**config.mk**
```make
export PLATFORM = sky130hd
export DESIGN_NAME = bitrd_ctrl
export DESIGN_NICKNAME = d
export VERILOG_FILES = /design/src/hdl/bitrd_pkg.sv /design/src/hdl/bitrd_ctrl.sv
export SDC_FILE = /design/constraint.sdc
export NUM_CORES = 1
export LEC_CHECK = 0
export BUFFER_PORTS_ARGS = -buffer_cell sky130_fd_sc_hd__buf_2
export CORE_UTILIZATION = 59
export DETAILED_ROUTE_END_ITERATION = 12
export GPL_TIMING_DRIVEN = 0
export PLACE_DENSITY = 0.94
export REMOVE_ABC_BUFFERS = 1
export SLEW_MARGIN = 20
export SYNTH_ARGS = -nofsm -noshare
export SYNTH_HDL_FRONTEND = slang
export SYNTH_SLANG_ARGS = --single-unit
```
**constraint.sdc**
```tcl
create_clock -name clk -period 7.22 [get_ports clk]
set_input_delay 0.361 -clock clk [delete_from_list [all_inputs] [get_ports clk]]
set_output_delay 0.361 -clock clk [all_outputs]
set_load 0.02 [all_outputs]
```
**src/hdl/bitrd_pkg.sv**
```systemverilog
package bitrd_pkg;

    // default sizing
    localparam int DEF_BUFFER_BYTES = 4096;
    localparam int DEF_READ_WIDTH   = 32;

    // fixed field widths
    localparam int BYTE_W   = 8;
    localparam int OP_W     = 2;
    localparam int VALUE_W  = 32;
    localparam int COUNT_W  = 16;
    localparam int STATUS_W = 2;

    // operation codes
    localparam logic [OP_W-1:0] OP_LOAD    = 2'd0;
    localparam logic [OP_W-1:0] OP_READ    = 2'd1;
    localparam logic [OP_W-1:0] OP_SKIP    = 2'd2;
    localparam logic [OP_W-1:0] OP_RESTART = 2'd3;

    // status codes
    localparam logic [STATUS_W-1:0] ST_OK    = 2'd0;
    localparam logic [STATUS_W-1:0] ST_SHORT = 2'd1;
    localparam logic [STATUS_W-1:0] ST_FULL  = 2'd2;

    // one result word
    typedef struct packed {
        logic [VALUE_W-1:0]  value;
        logic [COUNT_W-1:0]  bits_done;
        logic [COUNT_W-1:0]  bits_remaining;
        logic [STATUS_W-1:0] status;
    } res_t;

endpackage

```
**src/hdl/bitrd_ctrl.sv**
```systemverilog
module bitrd_ctrl #(
    parameter int BUFFER_BYTES = bitrd_pkg::DEF_BUFFER_BYTES,
    parameter int READ_WIDTH   = bitrd_pkg::DEF_READ_WIDTH
) (
    input  logic                                clk,
    input  logic                                rst_n,
    input  logic                                start,
    input  logic [bitrd_pkg::OP_W-1:0]          opcode,
    input  logic [bitrd_pkg::BYTE_W-1:0]        data_byte,
    input  logic [bitrd_pkg::COUNT_W-1:0]       bit_count,
    output logic                                busy,
    output logic                                res_valid,
    output bitrd_pkg::res_t                     res,
    output logic                                mem_we,
    output logic [$clog2(BUFFER_BYTES)-1:0]     mem_waddr,
    output logic [bitrd_pkg::BYTE_W-1:0]        mem_wdata,
    output logic                                mem_re,
    output logic [$clog2(BUFFER_BYTES)-1:0]     mem_raddr,
    input  logic [bitrd_pkg::BYTE_W-1:0]        mem_rdata
);
    import bitrd_pkg::*;

    localparam int ADDR_W = $clog2(BUFFER_BYTES);
    localparam int CNT_W  = $clog2(BUFFER_BYTES + 1);
    localparam int BIT_W  = $clog2(BUFFER_BYTES * BYTE_W + 1);
    localparam int CMP_W  = (BIT_W > COUNT_W) ? BIT_W : COUNT_W;
    localparam int RD_W   = $clog2(READ_WIDTH + 1);
    localparam int SPAN_W = RD_W + 1;
    localparam int MAXB   = (READ_WIDTH + 14) / BYTE_W;
    localparam int NB_W   = $clog2(MAXB + 1);
    localparam int ACC_W  = MAXB * BYTE_W;

    typedef enum logic [2:0] {
        S_IDLE  = 3'b001,
        S_FETCH = 3'b010,
        S_WAIT  = 3'b100
    } state_t;

    state_t                 state_reg, state_next;
    logic [CNT_W-1:0]       bytes_loaded_reg, bytes_loaded_next;
    logic [BIT_W-1:0]       pos_reg, pos_next;
    logic [BIT_W-1:0]       avail_reg, avail_next;
    logic [ADDR_W-1:0]      idx_reg, idx_next;
    logic [NB_W-1:0]        issue_left_reg, issue_left_next;
    logic                   rvalid_reg, rvalid_next;
    logic                   first_reg, first_next;
    logic [2:0]             off_reg, off_next;
    logic [2:0]             tail_reg, tail_next;
    logic [ACC_W-1:0]       acc_reg, acc_next;
    logic [RD_W-1:0]        done_reg, done_next;
    logic                   short_reg, short_next;

    logic                   accept;
    logic [COUNT_W-1:0]     want_rd;
    logic [COUNT_W-1:0]     want;
    logic [CMP_W-1:0]       want_ext;
    logic [CMP_W-1:0]       avail_ext;
    logic [CMP_W-1:0]       take;
    logic                   short_now;
    logic [RD_W-1:0]        rd_take;
    logic [SPAN_W-1:0]      span;
    logic [BYTE_W-1:0]      first_mask;
    logic [BYTE_W-1:0]      in_byte;
    logic [ACC_W-1:0]       shifted;
    logic [ACC_W+VALUE_W-1:0] value_wide;
    logic [BIT_W+COUNT_W-1:0] avail_wide;

    assign accept = start && (state_reg == S_IDLE);
    assign busy   = (state_reg != S_IDLE);

    // length of this item, reads saturated to the read width, clipped to the unread bits
    assign want_rd   = (bit_count > COUNT_W'(READ_WIDTH)) ? COUNT_W'(READ_WIDTH) : bit_count;
    assign want      = (opcode == OP_READ) ? want_rd : bit_count;
    assign want_ext  = CMP_W'(want);
    assign avail_ext = CMP_W'(avail_reg);
    assign take      = (want_ext < avail_ext) ? want_ext : avail_ext;
    assign short_now = (take != want_ext);
    assign rd_take   = take[RD_W-1:0];
    assign span      = SPAN_W'(pos_reg[2:0]) + SPAN_W'(rd_take) + SPAN_W'(7);

    // incoming byte, leading bits of the first byte cleared
    assign first_mask = {BYTE_W{1'b1}} >> off_reg;
    assign in_byte    = first_reg ? (mem_rdata & first_mask) : mem_rdata;

    // alignment of the gathered bits
    assign shifted    = acc_next >> tail_reg;
    assign value_wide = {{VALUE_W{1'b0}}, shifted};
    assign avail_wide = {{COUNT_W{1'b0}}, avail_next};

    // sequencer
    always_comb
    begin
        state_next        = state_reg;
        bytes_loaded_next = bytes_loaded_reg;
        pos_next          = pos_reg;
        avail_next        = avail_reg;
        idx_next          = idx_reg;
        issue_left_next   = issue_left_reg;
        rvalid_next       = 1'b0;
        first_next        = first_reg;
        off_next          = off_reg;
        tail_next         = tail_reg;
        acc_next          = acc_reg;
        done_next         = done_reg;
        short_next        = short_reg;
        mem_we            = 1'b0;
        mem_waddr         = bytes_loaded_reg[ADDR_W-1:0];
        mem_wdata         = data_byte;
        mem_re            = 1'b0;
        mem_raddr         = idx_reg;
        res_valid         = 1'b0;
        res.value         = '0;
        res.bits_done     = '0;
        res.status        = ST_OK;

        // gather returning bytes
        if (rvalid_reg)
        begin
            acc_next   = {acc_reg[ACC_W-BYTE_W-1:0], in_byte};
            first_next = 1'b0;
        end

        case (state_reg)
            S_IDLE:
            begin
                if (accept)
                begin
                    case (opcode)
                        OP_LOAD:
                        begin
                            res_valid = 1'b1;
                            if (bytes_loaded_reg < CNT_W'(BUFFER_BYTES))
                            begin
                                mem_we            = 1'b1;
                                bytes_loaded_next = bytes_loaded_reg + CNT_W'(1);
                                avail_next        = avail_reg + BIT_W'(BYTE_W);
                            end
                            else
                            begin
                                res.status = ST_FULL;
                            end
                        end
                        OP_READ:
                        begin
                            pos_next   = pos_reg + take[BIT_W-1:0];
                            avail_next = avail_reg - take[BIT_W-1:0];
                            if (take == '0)
                            begin
                                res_valid  = 1'b1;
                                res.status = short_now ? ST_SHORT : ST_OK;
                            end
                            else
                            begin
                                state_next      = S_FETCH;
                                idx_next        = pos_reg[ADDR_W+2:3];
                                issue_left_next = NB_W'(span >> 3);
                                first_next      = 1'b1;
                                off_next        = pos_reg[2:0];
                                tail_next       = 3'd0 - pos_reg[2:0] - rd_take[2:0];
                                acc_next        = '0;
                                done_next       = rd_take;
                                short_next      = short_now;
                            end
                        end
                        OP_SKIP:
                        begin
                            pos_next      = pos_reg + take[BIT_W-1:0];
                            avail_next    = avail_reg - take[BIT_W-1:0];
                            res_valid     = 1'b1;
                            res.bits_done = take[COUNT_W-1:0];
                            res.status    = short_now ? ST_SHORT : ST_OK;
                        end
                        OP_RESTART:
                        begin
                            bytes_loaded_next = '0;
                            pos_next          = '0;
                            avail_next        = '0;
                            res_valid         = 1'b1;
                        end
                        default:
                        begin
                            res_valid = 1'b1;
                        end
                    endcase
                end
            end
            S_FETCH:
            begin
                mem_re          = 1'b1;
                rvalid_next     = 1'b1;
                idx_next        = idx_reg + ADDR_W'(1);
                issue_left_next = issue_left_reg - NB_W'(1);
                if (issue_left_reg == NB_W'(1))
                begin
                    state_next = S_WAIT;
                end
            end
            S_WAIT:
            begin
                // last byte lands here
                res_valid     = 1'b1;
                res.value     = value_wide[VALUE_W-1:0];
                res.bits_done = COUNT_W'(done_reg);
                res.status    = short_reg ? ST_SHORT : ST_OK;
                state_next    = S_IDLE;
            end
            default:
            begin
                state_next = S_IDLE;
            end
        endcase

        res.bits_remaining = avail_wide[COUNT_W-1:0];
    end

    // control state
    always_ff @(posedge clk or negedge rst_n)
    begin
        if (!rst_n)
        begin
            state_reg        <= S_IDLE;
            bytes_loaded_reg <= '0;
            pos_reg          <= '0;
            avail_reg        <= '0;
            issue_left_reg   <= '0;
            rvalid_reg       <= 1'b0;
        end
        else
        begin
            state_reg        <= state_next;
            bytes_loaded_reg <= bytes_loaded_next;
            pos_reg          <= pos_next;
            avail_reg        <= avail_next;
            issue_left_reg   <= issue_left_next;
            rvalid_reg       <= rvalid_next;
        end
    end

    // per-read working registers
    always_ff @(posedge clk)
    begin
        idx_reg   <= idx_next;
        first_reg <= first_next;
        off_reg   <= off_next;
        tail_reg  <= tail_next;
        acc_reg   <= acc_next;
        done_reg  <= done_next;
        short_reg <= short_next;
    end

    // unread count tracks loaded bits less read position
    a_avail_consistent: assert property (@(posedge clk) disable iff (!rst_n)
        (BIT_W + 1)'(avail_reg) + (BIT_W + 1)'(pos_reg)
            == (BIT_W + 1)'({bytes_loaded_reg, 3'b000}))
        else $error("unread count out of step with load count and position");

    // load count never passes the buffer size
    a_fill_bound: assert property (@(posedge clk) disable iff (!rst_n)
        bytes_loaded_reg <= CNT_W'(BUFFER_BYTES))
        else $error("load count beyond buffer size");

    // writes and reads of the store never meet
    a_no_rw_overlap: assert property (@(posedge clk) disable iff (!rst_n)
        !(mem_we && mem_re))
        else $error("store written and read in one cycle");

    // the final byte is always returning when waiting
    a_wait_has_data: assert property (@(posedge clk) disable iff (!rst_n)
        (state_reg == S_WAIT) |-> rvalid_reg)
        else $error("waiting for a byte that was never requested");

    // a read result frees the block the next cycle
    a_wait_ends: assert property (@(posedge clk) disable iff (!rst_n)
        (state_reg == S_WAIT) |=> (state_reg == S_IDLE))
        else $error("read did not finish after its last byte");

endmodule

```
# Word level (Yosys, flattened, before mapping)

Cells that the tools add are included.

Register bits after elaboration: 118
Output and inout port bits: 102

Order comparisons: 3
Muxes and demuxes: 54
Add/subtract/negate cells: 10
Bitwise logic cells: 2
Shifts and indexed selects: 2
Reductions and logical operators: 13
Eq/ne operators: 14

Operators by type and width:

| operator              | count |
|---|---|
| $mux 40               | 5 |
| $mux 16               | 8 |
| $pmux 16 s2           | 2 |
| $pmux 16 s3           | 1 |
| $shr 40x3->32         | 1 |
| $mux 12               | 3 |
| $mux 32               | 1 |
| $pmux 13 s2           | 1 |
| $pmux 12 s2           | 1 |
| $mux 3                | 7 |
| $add 16x16->16        | 1 |
| $add 16x4->16 const B | 1 |
| $gt 16x6->1 const B   | 1 |
| $logic_not 16->1      | 1 |
| $lt 16x16->1          | 1 |
| $ne 16x16->1          | 1 |
| $reduce_and 4->1      | 4 |
| $sub 16x16->16        | 1 |
| $mux 1                | 15 |
| $add 13x1->13 const B | 1 |
| $lt 13x13->1 const B  | 1 |
| $mux 13               | 1 |
| $add 12x1->12 const B | 1 |
| $pmux 3 s2            | 2 |
| 27 further kinds      | 36 |

# Depth between registers and ports, before layout

Word-level depth: 12
Gate-level depth with buffers: 28
Gate-level depth less buffers: 25

# Worst setup path after synthesis

No wires, ideal clock.

Kind: input port to flip-flop
Start point: in bit_count[1] in the netlist's numbering
End point: reg pos_reg[12]
Library setup time: 65 ps
Data required time: 7,155 ps
Stages: 26
Setup slack: 846 ps
Arrival: 6,309 ps
Cells stage by stage: or3_1 -> o31a_1 -> o21ai_1 -> nand2_1 -> inv_1 -> ha_1 -> nand4_1 -> nor2_1 -> a221oi_2 -> o211a_1 -> buf_2 -> clkbuf_1 -> clkbuf_1 -> clkbuf_1 -> o21ai_0 -> ha_1 -> fa_1 -> a21o_1 -> a31oi_1 -> nor2b_1 -> o21ai_0 -> a21oi_1 -> o41ai_2 -> nand3_1 -> a221o_1 -> nand2_1

Longest elaborated chain between the ends: 7

Ends and longest elaborated chain:

| item                 | RTL line                             | text |
|---|---|---|
| start, declared      | bitrd_ctrl.sv:10                     | `input logic [bitrd_pkg::COUNT_W-1:0] bit_count,` |
| $gt 16x6->1          | bitrd_ctrl.sv:72                     | `assign want_rd = (bit_count > COUNT_W'(READ_WIDTH)) ? COUNT_W'(READ_WIDTH) : bit_count;` |
| $mux 16              | bitrd_ctrl.sv:72                     |  |
| $mux 16 *            | bitrd_ctrl.sv:73                     | `assign want = (opcode == OP_READ) ? want_rd : bit_count;` |
| $lt 16x16->1         | bitrd_ctrl.sv:76                     | `assign take = (want_ext < avail_ext) ? want_ext : avail_ext;` |
| $mux 16 *            | bitrd_ctrl.sv:76                     |  |
| $add 16x16->16 *     | bitrd_ctrl.sv:145, bitrd_ctrl.sv:167 |  |
| $pmux 16 s2 *        | bitrd_ctrl.sv:128                    | `case (opcode)` |
| end signal, assigned | bitrd_ctrl.sv:232                    | `pos_reg <= pos_next;` |
| end, declared        | bitrd_ctrl.sv:41                     | `logic [BIT_W-1:0] pos_reg, pos_next;` |

Every way passes the cells marked *; elsewhere a longest branch is shown, timed or not.
A chain may end at the register's enable or synchronous reset.

==> key figures <==
Power
  – NetSw: roughly 2000 uW
  – Clock power share: 0.204
  – Pint: 2164 uW
  – Comb pwr share: 0.552
  – PD cells: 368.3 mW/mm^2
  – VDD IR-drop max: roughly 260 uV
  – Flop pwr share: 0.243
  – Leakage: roughly 0.0049 uW
  – Switching Fraction: 0.4763

Critical path
  – Crit Path Category: in2out
  – CP Cell Sequence: buf_2 -> or3_1 -> o31a_1 -> o21ai_2 -> nand2_1 -> inv_1 -> ha_1 -> nand4_1 -> nor3_2 -> nand4_1 -> o211a_4 -> o21ai_0 -> ha_1 -> inv_1 -> fa_1 -> nor2_1 -> a21oi_1 -> o21ai_0 -> o22ai_1 -> xnor2_1 -> o22ai_1 -> buf_2
  – CP top delay family: compound AO/OA/AOI/OAI gates
  – Reg2Reg Depth: 19
  – CP arrival: around 6.7 ns
  – WP buf/inv: 4
  – Max FO, Critical Path: 12
  – Slowest stage delay, CP: 0.57 ns
  – Worst Path Required: roughly 7 ns
  – Startpoint Class: primary input
  – CP max stage cell: o21ai_0
  – Cell depth of the worst setup path: 22
  – CP Capture Type: output port

GRT
  – Grt ovf: 0
  – First-pass GRT wire length: 46,780 um
  – Initial antenna violation count: 0
  – Number of global-route vias before repair: 9,227
  – Largest net degree at the start of global routing: 64
  – Total GRT Usage: 0.3392

Final layout
  – Max reg flops: 39
  – Nets@finish: 1,384
  – Commonest non-fill, non-tap cells in the layout: nand2_1 (145), nor2_1 (142), buf_2 (121)
  – Layout cells sized above 1: 0.1660
  – Area grow syn2layout: 12.45%
  – Ant diodes: 0
  – Commonest non-fill, non-tap cell in the layout: nand2_1

Detailed routing
  – 1st-pass router iterations: 8
  – Vias/cell: 6.495
  – Post-DRT Antenna Nets: 0
  – 1st-iter DRT viols: between 1,000 and 1,500
  – DRC viols: 0
  – Drt wl/cell: approximately 19 um
  – Final wirelength: 29,590 um
  – Via total after detailed routing: between 9,000 and 10,000

Timing
  – Clock Skew: roughly 0.011 ns
  – Slew Limit Fails: 0
  – Worst slew margin: 0.2623
  – Total negative slack: 0 ns
  – Peak Freq: 141.6 MHz
  – Slew @ Worst Pin: between 1 and 1.5 ns
  – Count of final setup violators: 0
  – Fin Hold WS: -0.04422 ns
  – Final hold vios: 9
  – Final critical-path share of the clock period: 0.9780
  – Final min period: 7.061 ns

Placement
  – I/O Buffers: 122
  – Routability Congestion: 1.033
  – DP Wirelength: 20,880 um

Logic synthesis
  – Sequential share of the synthesized area: 0.2836
  – Post-Syn Area: 0.009976 sq mm
  – Synth top area cells: dfrtp_1 (13%), dfxtp_1 (8.0%), edfxtp_1 (7.5%), mux2i_1 (7.5%), ha_1 (5.6%)
  – Post-synth EDFFs: 25
  – Asr flop ratio synth: 0.4397
  – Distinct cells, synth: 86
  – Post-synth top area share: 0.1254
  – Yosys warns: 0
  – Mean post-synth cell area: 8.045 sq um
  – Cell count after synthesis: about 1,200
  – Ys flop type: dfrtp_1
  – Yosys top cell by area: dfrtp_1
  – Yosys reg bits: about 120

Clock tree
  – Number of H-tree levels: 4
  – TritonCTS clock tree: yes
  – Worst-path clk slew: about 0.06 ns
  – CTS max path bufs: 2
  – Worst skew pair latency: around 0.43 ns
  – Clock sinks: 116
  – Hold-fix buffers at CTS: 0
  – CTS buffer count: 17
  – Root Driver: clkbuf_16

Min path
  – HP Class: in2async

Floorplan
  – Die area: roughly 0.017 sq mm
  – I/O pin count: ~140
  – Initial Utilization: 0.6037
  – Core Rows: 47
  – Die height: 132.0 um
  – Chip width: 132.0 um
  – Core Footprint: 0.01652 sq mm

Job
  – Max Cap Violations: 0

Run status
  – Status: complete, but fails checks
  – Violated checks: hold timing
[power by group through the flow]
stage          Clock, uW  Sequential (uW)  Combinational, uW
3_5_place_dp           0             1010               2130
3_3_place_gp           0             1020               2040
4_1_cts              848              997               2180
2_1_floorplan          0              980               1570
6_report             844             1010               2280
5_1_grt              879             1020               2460
[path summary, 6_finish.rpt]
kind | start | slack [ns] | to
max | bit_count[1] | 0.16 | res[16]
min | rst_n | -0.04 | avail_ext[6]$_DFF_PN0_
max reg2reg | avail_ext[5]$_DFF_PN0_ | 1.02 | pos_reg[12]$_DFFE_PN0P_
min reg2reg | acc_reg[38]$_DFF_P_ | 0.52 | acc_reg[38]$_DFF_P_
max in group asynchronous | rst_n | 6.63 | rvalid_reg$_DFF_PN0_
min in group clk | mem_rdata[0] | 0.21 | acc_reg[0]$_DFF_P_
[stage by stage]
step	total power [uW]	setup slack (ns)	cell area, sq um	utilization	cells
finish	4132	0.1592	11220	0.6789	1533
global route	4359	-0.004145	11220	0.6789	1533
CTS	4027	0.04289	11170	0.6757	1530
detailed placement	3136	-0.4712	10550	0.6384	1497
global placement	3063	-0.8422	10430	0.6312	1492
floorplan	2554	0.7829	9544	-	1150
[layer usage]
layer / track usage / up-vias / routed length [um]
li1: - / 4567 / -
met1: 0.4287 / 4647 / 11600
met2: 0.5438 / 619 / 13590
met3: 0.07689 / 124 / 3065
met4: 0.1751 / 0 / 1332
met5: 0 / - / 0
[worst register-to-register path, cell delays in order (launching register included)]
cell      delay (ns)
dfrtp_1         0.59
clkinv_1        0.38
ha_1            0.41
a21oi_1         0.15
o21ai_0         0.15
a221oi_4        0.61
o211ai_4        0.41
nand2_1         0.16
a21boi_2        0.38
inv_1           0.19
fa_1            0.48
a21o_1          0.22
a31oi_1         0.18
nor2b_1         0.06
o21ai_0         0.27
a21oi_1         0.18
o41ai_2         0.68
nand3_1         0.19
a221o_1         0.39
nand2_1         0.06
[area by class of cell]
class | count | area [sq um]
clock inverters | 10 | 76.32
clock buffers | 22 | 518.0
flip-flops and latches | 116 | 2833
repair buffers | 128 | 733.2
well taps | 220 | 275.3
inverters | 63 | 236.5
fillers | 1268 | 5306
multi-input cells | 974 | 6546
[synthesized netlist by cell type, drive strengths merged (14+ instances only)]
master and instances:
a211oi 39, nor3 24, and3 16, nand2 145, ha 45, clkbuf 50, dfxtp 40, dfrtp 50
xor2 17, mux2i 75, nor2b 21, o21ai 101, edfxtp 25, inv 58, nand3 32, buf 40
xnor2 36, nand4 14, a21oi 73, nor2 143
[repair_timing]
item                                   CTS  global route
gates resized for setup                  3             4
pin swaps                                1             4
setup endpoints to repair               11            12
setup buffers                            0             1
endpoints found under the hold margin    0             0
gates cloned                             1             2
[kinds of logic after synthesis]
group / count (synthesis) / synth area share
AND/OR/NAND/NOR: 449 / 0.2090
AO/OA/AOI/OAI: 312 / 0.2077
buffers and inverters: 153 / 0.06698
flip-flops: 116 / 0.2836
multiplexers: 98 / 0.1136
adder cells (fa/ha/maj): 59 / 0.07262
XOR/XNOR: 53 / 0.04653
Power figures use the tool's default switching activity.
